### src/hdl/tkx_ram.sv
// Generic single-write, single-read RAM with registered read data
module tkx_ram #(
  parameter int WIDTH = 8,
  parameter int DEPTH = 64
) (
  input  logic                                         clk_i,
  input  logic                                         we_i,
  input  logic [((DEPTH > 1) ? $clog2(DEPTH) : 1)-1:0] waddr_i,
  input  logic [WIDTH-1:0]                             wdata_i,
  input  logic                                         re_i,
  input  logic [((DEPTH > 1) ? $clog2(DEPTH) : 1)-1:0] raddr_i,
  output logic [WIDTH-1:0]                             rdata_o
);

  logic [WIDTH-1:0] mem_q [DEPTH];
  logic [WIDTH-1:0] rdata_q;

  always_ff @(posedge clk_i) begin
    if (we_i) begin
      mem_q[waddr_i] <= wdata_i;
    end
    if (re_i) begin
      rdata_q <= mem_q[raddr_i];
    end
  end

  assign rdata_o = rdata_q;

endmodule

### config.mk
export PLATFORM = sky130hd
export DESIGN_NAME = tkx_ram
export DESIGN_NICKNAME = d
export VERILOG_FILES = /design/src/hdl/tkx_ram.sv
export SDC_FILE = /design/constraint.sdc
export NUM_CORES = 1
export LEC_CHECK = 0
export BUFFER_PORTS_ARGS = -buffer_cell sky130_fd_sc_hd__buf_4
export CORE_MARGIN = 4
export CORE_UTILIZATION = 55
export CTS_CLUSTER_DIAMETER = 50
export DETAILED_ROUTE_END_ITERATION = 7
export PLACE_DENSITY = 0.75
export SYNTH_ARGS = -nofsm -noshare
export SYNTH_HDL_FRONTEND = slang
export SYNTH_SLANG_ARGS = --single-unit
### constraint.sdc
create_clock -name clk_i -period 3.31 [get_ports clk_i]
set_clock_uncertainty 0.15 [all_clocks]
set_input_delay 0.662 -clock clk_i [delete_from_list [all_inputs] [get_ports clk_i]]
set_output_delay 0.662 -clock clk_i [all_outputs]
set_load 0.03 [all_outputs]
==> summary.txt <==
Run status
  • Status: complete, no violations

Clock tree
  • Htree depth: 2
  • Clk_lat worst skew: 570 ps
  • CTS Root Cell: clkbuf_16
  • Clk slew on worst S/H paths: 60 ps
  • Total CTS buffers: 50
  • Max Root-Sink Buffers: 3
  • CTS tree: yes
  • Clock Sinks: 520
  • Hold_buf cts: 0
  • Setup bufs post-CTS: 0
  • Post-cts gate resize count: 0

Critical path
  • Worst path required time: 3480 ps
  • WP data arrival: 2750 ps
  • Startpoint types: input port
  • Worst r2r src: mem_q[28][6]
  • Reg2reg setup slack: 950 ps
  • Worst setup EP type: flip-flop
  • CP Class: input port to flip-flop
  • Reg2reg end: rdata_o[6]
  • Reg2Reg Depth: 5
  • Crit Path Max Fanout: 12

Global route
  • First-pass GRT wire length: 65.2 mm
  • Largest net degree at the start of global routing: 65
  • Antenna violations before repair: 1
  • GRT overflow: 0
  • Vias in the first global route: 9900
  • Total Routing Usage GR: 22.3%

Timing
  • PnR worst setup slack: 724 ps
  • Setup-failing EPs final: 0
  • Unrepaired setup endpoints after global routing: false
  • Worst-Margin Slew: 725 ps
  • Hold WS: 258 ps
  • Highest Clock Rate: 387 MHz
  • Setup total negative slack: 0 ps
  • Crit share post-route: 78.1%
  • Hold Fails Final Rpt: 0
  • Tmin final: 2590 ps
  • Fin. max-slew vios: 0
  • Slew HR: 51.6%

Floorplanning
  • Effective utilization at floorplan: 55.6%
  • Die width: 200 um
  • Row Count: 70
  • Die area: 39900 um^2
  • DIE HEIGHT: 200 um
  • Core area: 36400 um^2
  • I/O pins: 31

Logic synthesis
  • Post-Syn Area: 20200 um^2
  • Syn_nets: 963
  • Synth Warn #: 0
  • Count of cell types in the netlist: 39
  • Seq cells post-synth: 520
  • Cells after Synth: 940
  • Register area share after synthesis: 77.1%
  • Syn avg cell area: 21.5 um^2

Routing
  • WL/cell: 28.0 um
  • Max Used Layer: met5
  • First-pass iteration count of the detailed router: 6
  • Wl on met1: 17.6 mm
  • Via density: 6.40
  • Drt initial violations: 1237
  • Detail Route Antenna Nets: 0
  • Vias: 10050
  • DRT Wirelength: 43.9 mm
  • Routed wl met2: 21.2 mm
  • Met3 routed WL: 4.24 mm
  • DRC Markers: 0

Placement
  • RD Place Congestion: 0.818
  • DP HPWL: 26.2 mm
  • Placed Cells: 1482
  • Placed Area: 21600 um^2
  • PortBufs: 30
  • Place WS: 120 ps

Layout
  • Ant diodes: 0
  • Finished Cell Area: 23000 um^2
  • Register Area: 15600 um^2
  • Most frequent cells in the layout: 520 x edfxtp_1, 126 x mux4_2, 116 x buf_4
  • Share of layout cells above drive strength 1: 29.8%
  • # fillers: 2382
  • Area taken by multi-input logic gates: 4320 um^2
  • Most common cell after layout, fill and taps aside: edfxtp_1
  • Finished Layout Cells: 1570
  • Area Growth Syn to Fin: 13.8%
  • # nets final: 1089
  • Final core occ: 63.2%

Power and ir drop
  • Power Dens Cells: 575 nW/um^2
  • Clk pwr share: 39.3%
  • Maximum VDD drop: 0.000347 V
  • Net Switching: 2.74 mW
  • Total internal power: 10.5 mW
  • Leak Pwr: 7.37 nW
  • Sw Share: 20.7%
  • Sequential Power Share: 55.3%
  • Total Power: 13.2 mW
  • Gate power share: 5.3%

Worst hold path
  • Worst Hold Class: input port to flip-flop
  • Hold depth: 1
  • Hold path endpoint: rdata_o[3]
  • HP Start: re_i

Flow run
  • MaxCap Viol Count: 0
[how the worst max path moves through the flow]
stage	startpoint	endpoint	cells past startpoint
2_1_floorplan	raddr_i[1]	rdata_o[3]	7
3_3_place_gp	raddr_i[0]	rdata_o[3]	6
3_5_place_dp	raddr_i[0]	rdata_o[3]	6
4_1_cts	raddr_i[0]	rdata_o[3]	6
5_1_grt	raddr_i[0]	rdata_o[3]	6
6_report	raddr_i[0]	rdata_o[3]	6
[kinds of logic (layout without fill, tap and decap cells)]
family                 Yosys count  in the layout  synth area share (%)
DFF                            520            520                  77.1
muxes                          162            162                  15.9
and+or+nand+nor                153            153                  3.37
AOI/OAI and AO/OA               54             54                  2.06
buffers and inverters           51            213                  1.56
[synthesized netlist by cell type (all sizes together)]
| cell type | number | area share (%) |
|---|---|---|
| nor4 | 2 | 0.062 |
| o21a | 2 | 0.074 |
| nand4 | 2 | 0.062 |
| nor3 | 7 | 0.17 |
| nand2 | 19 | 0.35 |
| a2111oi | 2 | 0.087 |
| buf | 34 | 1.2 |
| nor2b | 14 | 0.43 |
| a31oi | 1 | 0.031 |
| o21ai | 4 | 0.099 |
| a211oi | 4 | 0.15 |
| nand4b | 1 | 0.043 |
| nand3 | 13 | 0.32 |
| o41ai | 2 | 0.087 |
| mux2i | 23 | 1.1 |
| clkbuf | 17 | 0.32 |
| o221a | 2 | 0.11 |
| mux2 | 13 | 0.72 |
| a21oi | 3 | 0.074 |
| and2 | 1 | 0.031 |
| nand2b | 7 | 0.22 |
| a22oi | 3 | 0.11 |
| o22ai | 8 | 0.25 |
| o311ai | 1 | 0.043 |
| o2bb2ai | 3 | 0.13 |
| a221oi | 6 | 0.26 |
| o2111ai | 3 | 0.13 |
| nand3b | 3 | 0.11 |
| o221ai | 8 | 0.35 |
| nor2 | 83 | 1.5 |
| mux4 | 126 | 14 |
| or3 | 1 | 0.031 |
| o32ai | 2 | 0.087 |
| edfxtp | 520 | 77 |
[power by group through the flow]
stage          Clock (mW)  Combinational [mW]  Sequential, mW
5_1_grt              5.56               0.752            7.32
3_3_place_gp            0               0.695            7.46
3_5_place_dp            0               0.710            7.46
6_report             5.21               0.707            7.32
2_1_floorplan           0               0.389            7.47
4_1_cts              5.28               0.712            7.32
[worst max-delay path, cell delays in order]
cell and delay [ps]:
clkbuf_8 230, buf_4 290, mux4_2 590, a2111oi_0 680, buf_4 220, o41ai_1 70
[registers in the layout (all words and copies together) (netlist names)]
register / cells
rdata_o: 8
mem_q: 512
[routing by layer]
layer / vias up / GRT usage, %
met5: - / 0
met4: 2 / 5.46
met3: 73 / 4.55
met2: 545 / 34.5
met1: 5246 / 33.8
li1: 4184 / -
[area by class of cell]
type	instances	share of cell area (%)
Multi-Input combinational cell	369	18.7
Tap cell	468	2.54
Timing Repair Buffer	125	4.53
Sequential cell	520	67.8
Clock buffer	68	6.00
Clock inverter	20	0.424
No activity file was read; power rests on OpenSTA's default activity.
