`config.mk`:
```
export PLATFORM = sky130hd
export DESIGN_NAME = tkx_mod_unit
export DESIGN_NICKNAME = d
export VERILOG_FILES = /design/src/hdl/tkx_mod_unit.sv
export SDC_FILE = /design/constraint.sdc
export NUM_CORES = 1
export LEC_CHECK = 0
export BUFFER_PORTS_ARGS = -buffer_cell sky130_fd_sc_hd__buf_2
export CORE_ASPECT_RATIO = 1.5
export CORE_MARGIN = 10
export CORE_UTILIZATION = 58
export CTS_CLUSTER_SIZE = 8
export DETAILED_ROUTE_END_ITERATION = 8
export PLACE_DENSITY_LB_ADDON = 0.2
export SLEW_MARGIN = 15
export SYNTH_ARGS = -nofsm -noshare
export SYNTH_HDL_FRONTEND = slang
export SYNTH_SLANG_ARGS = --single-unit
```
`constraint.sdc`:
```
create_clock -name clk_i -period 3.6 [get_ports clk_i]
set_input_delay 0.72 -clock clk_i [delete_from_list [all_inputs] [get_ports clk_i]]
set_output_delay 0.72 -clock clk_i [all_outputs]
set_load 0.02 [all_outputs]
```
`src/hdl/tkx_mod_unit.sv`:
```
// Bit-serial restoring remainder unit, one dividend bit per cycle
module tkx_mod_unit #(
  parameter int W = 13
) (
  input  logic         clk_i,
  input  logic         rst_ni,
  input  logic         start_i,
  input  logic [W-1:0] dividend_i,
  input  logic [W-1:0] divisor_i,
  output logic [W-1:0] rem_o,
  output logic         done_o
);

  localparam int CW = $clog2(W + 1);

  logic [W-1:0]  dvd_q;
  logic [W-1:0]  dvs_q;
  logic [W-1:0]  rem_q;
  logic [CW-1:0] cnt_q;
  logic          busy_q;
  logic          done_q;
  logic [W:0]    trial;
  logic [W:0]    diff;
  logic          fits;

  assign trial = {rem_q, dvd_q[W-1]};
  assign fits  = trial >= {1'b0, dvs_q};
  assign diff  = trial - {1'b0, dvs_q};

  always_ff @(posedge clk_i or negedge rst_ni) begin
    if (!rst_ni) begin
      dvd_q  <= '0;
      dvs_q  <= '0;
      rem_q  <= '0;
      cnt_q  <= '0;
      busy_q <= 1'b0;
      done_q <= 1'b0;
    end else begin
      done_q <= 1'b0;
      if (start_i) begin
        if (dividend_i < divisor_i) begin
          rem_q  <= dividend_i;
          busy_q <= 1'b0;
          done_q <= 1'b1;
        end else begin
          rem_q  <= '0;
          dvd_q  <= dividend_i;
          dvs_q  <= divisor_i;
          cnt_q  <= CW'(W);
          busy_q <= 1'b1;
        end
      end else if (busy_q) begin
        rem_q <= fits ? diff[W-1:0] : trial[W-1:0];
        dvd_q <= dvd_q << 1;
        cnt_q <= cnt_q - CW'(1);
        if (cnt_q == CW'(1)) begin
          busy_q <= 1'b0;
          done_q <= 1'b1;
        end
      end
    end
  end

  assign rem_o  = rem_q;
  assign done_o = done_q;

endmodule

```
==> metrics.txt <==
P&R area growth vs syn 11.3%; IO Pins 43; cts hold-fix bufs 0; cts bufs inserted 5; reg-to-reg setup timing slack 770 ps; clock transition at the registers of the reported paths 90 ps; Final Hold Viols 0; worst hold path class reg2reg; register bit total from synthesis 45; yosys warns 0; commonest cells in the netlist 45 x dfrtp_1, 34 x o21ai_0, 33 x inv_1; Worst setup SP type flop; via density per instance ~6.0; initial antenna violation count 0; Hold Path End dvs_q[4]$_DFFE_PN0P_; Synth area leader dfrtp_1; LEAKAGE 1.70 nW; Arr. time, crit path 3060 ps; worst-case clock skew just over 10 ps; asr flop ratio synth 100%; Post-CTS Setup Inserts 0; DIE AREA approximately 0.009 sq mm; Avg Inst Size Synth between 8 and 9 sq um; Finished Cell Area about 0.0035 sq mm; core area 0.00520 sq mm; PwrDens ~700 mW/mm^2; Setup CP Type reg2reg; top cell type's share of synthesized area between 30% and 40%; cells along the critical path inv_1, ha_1, fa_1, nand2b_1, a21o_1, a211o_1, and3_1, or4_1, a21oi_1; Synth Flop Type dfrtp_1; # rows 32; Post-synth EDFFs 0; Tot GR Track Use 17.7%; Starting Density 60.8%; Worst VDD drop roughly 0.00045 V; setup TNS 0 ps; Die Span Y between 100 and 150 um; worst-margin pin slew between 1000 and 1500 ps; Residual DRC 0; Hold Path Depth 2; DRT Wirelength between 7000 and 8000 um; CTS tree yes; Root Buffer clkbuf_8; worst r2r path cells 9; count leader, synth dfrtp_1; wire length per cell 16.6 um; crit path time final ~2800 ps; RR Startpoint dvd_q[12]$_DFFE_PN0P_; vias in the first global route between 2000 and 3000; status finished, final reports clean; syn_nets between 400 and 500; final hold slack 491 ps; Post-Syn Instances 365; register area between 0.001 and 0.0015 sq mm; fin cells approximately 470; die width roughly 80 um; FMAX approximately 0.35 GHz; sequential fraction of the synthesis area 35.6%; CP max stage cell or4_1; Pre-antenna DRT Iters 4; Overflow after GRT 0; Diodes inserted 0; Fillers roughly 470; Max Slew Vio Count 0; hold wc startpoint dvs_q[4]$_DFFE_PN0P_; 1st-iter DRT viols 189; max incr delay on CP 510 ps; worst skew pair latency about 300 ps; largest net degree at the start of global routing 46; multi-input logic area 0.00183 sq mm; CP Max Fanout 8; Reg2Reg Capture Point rem_o[11]$_DFFE_PN0P_; ratio of cells with drive above 1 in the final layout 15.1%; detailed placement HPWL roughly 6000 um; fin crit share between 70% and 80%; Post-Syn Area 0.00317 sq mm; first-pass GRT wire length approximately 13000 um; final setup fails 0; max_cap viols 0; GPL Wtd Cong around 0.85; Max-slew headroom 33.2%; number of distinct library cells after synthesis 44; Cells after DPL 458; Resize count post-CTS 0; placed instance area approximately 0.0034 sq mm; Worst setup EP type flop; port bufs 42; maximum root-to-sink buffer count 2; synth top area cells dfrtp_1 36%, ha_1 11%, o21ai_0 5.4%, mux2i_1 5.1%, a21oi_1 4.9%; RSZ-0062 raised after global routing false; Nets between 400 and 500; htree depth 2; Routed Antenna Nets 0; vias about 2800; Critical Path RT around 3800 ps; clock sink count 45
routing by layer:
metal | part of all wire, % | vias up | global-route usage, %
li1 | - | 1369 | -
met1 | 40 | 1346 | 21.2
met2 | 52 | 91 | 30.9
met3 | 5.5 | 12 | 2.92
met4 | 1.8 | 0 | 5.16
met5 | 0 | - | 0
cell type report:
class | instances | share of cell area (%)
Clock inverter | 2 | 1.07
Clock buffer | 6 | 2.34
Timing Repair Buffer | 46 | 6.82
Multi-Input combinational cell | 266 | 51.9
Inverter | 33 | 3.52
Sequential cell | 45 | 32.0
Tap cell | 68 | 2.41
flip-flops by register name, summed over array words and instances, names as in the netlist:
| signal | count |
|---|---|
| dvd_q | 13 |
| cnt_q | 4 |
| rem_o | 13 |
| done_o | 1 |
| dvs_q | 13 |
| busy_q | 1 |
where the power goes:
group	switching (W)	leakage, nW	internal, W
Combinational	0.000750	1.10	0.000544
Sequential	0.000123	0.540	0.000643
Clock	0.000172	0.0574	0.000226
Total	0.00105	1.70	0.00141
worst max-delay path by stage:
| stage | start | endpoint | slack, ps | cells after the start |
|---|---|---|---|---|
| 2_1_floorplan | divisor_i[10] | busy_q$_DFF_PN0_ | 960 | 10 |
| 3_3_place_gp | dividend_i[10] | dvs_q[0]$_DFFE_PN0P_ | 650 | 8 |
| 3_5_place_dp | dividend_i[10] | dvs_q[0]$_DFFE_PN0P_ | 590 | 8 |
| 4_1_cts | dvd_q[12]$_DFFE_PN0P_ | rem_o[11]$_DFFE_PN0P_ | 780 | 9 |
| 5_1_grt | dvd_q[12]$_DFFE_PN0P_ | rem_o[11]$_DFFE_PN0P_ | 680 | 9 |
| 6_report | dvd_q[12]$_DFFE_PN0P_ | rem_o[11]$_DFFE_PN0P_ | 770 | 9 |
cells in the final DEF (no fill, tap or decap), types with 6 or more instances in the layout:
master     n
a211oi_1  12
a21o_1     7
a21oi_1   31
a31oi_1    9
buf_2     42
clkbuf_8   6
dfrtp_1   45
ha_1      27
inv_1     33
mux2i_1   16
nand2_1   31
nand2b_1   8
nand3_1    6
nor2_1    13
nor2b_1   11
nor3b_1    7
o21ai_0   34
xnor2_1    6
logic make-up after synthesis:
logic type               after synthesis  share of synthesized area (%)
AO/OA/AOI/OAI                        114                           22.0
multiplexers                          19                           6.13
XOR/XNOR                              10                           2.77
flip-flops                            45                           35.6
AND/OR/NAND/NOR                       95                           15.3
adder cells (fa/ha/maj)               28                           11.3
buffers and inverters                 54                           6.88
worst max-delay path: cells and delay by family, from the launching register on:
kind | cells | cell delay, ps
compound gates | 3 | 690
flops | 1 | 340
fa+ha+maj | 2 | 640
buf+inv | 1 | 70
simple gates | 3 | 1010
metrics by stage:
step	utilization [%]	total power, W	setup slack [ps]
floorplan	-	0.00175	964
CTS	67.7	0.00246	784
finish	67.7	0.00246	770
detailed placement	65.4	0.00205	589
global route	67.7	0.00267	682
global placement	65.4	0.00203	647
Note: power is estimated with default switching activity, not from simulation.
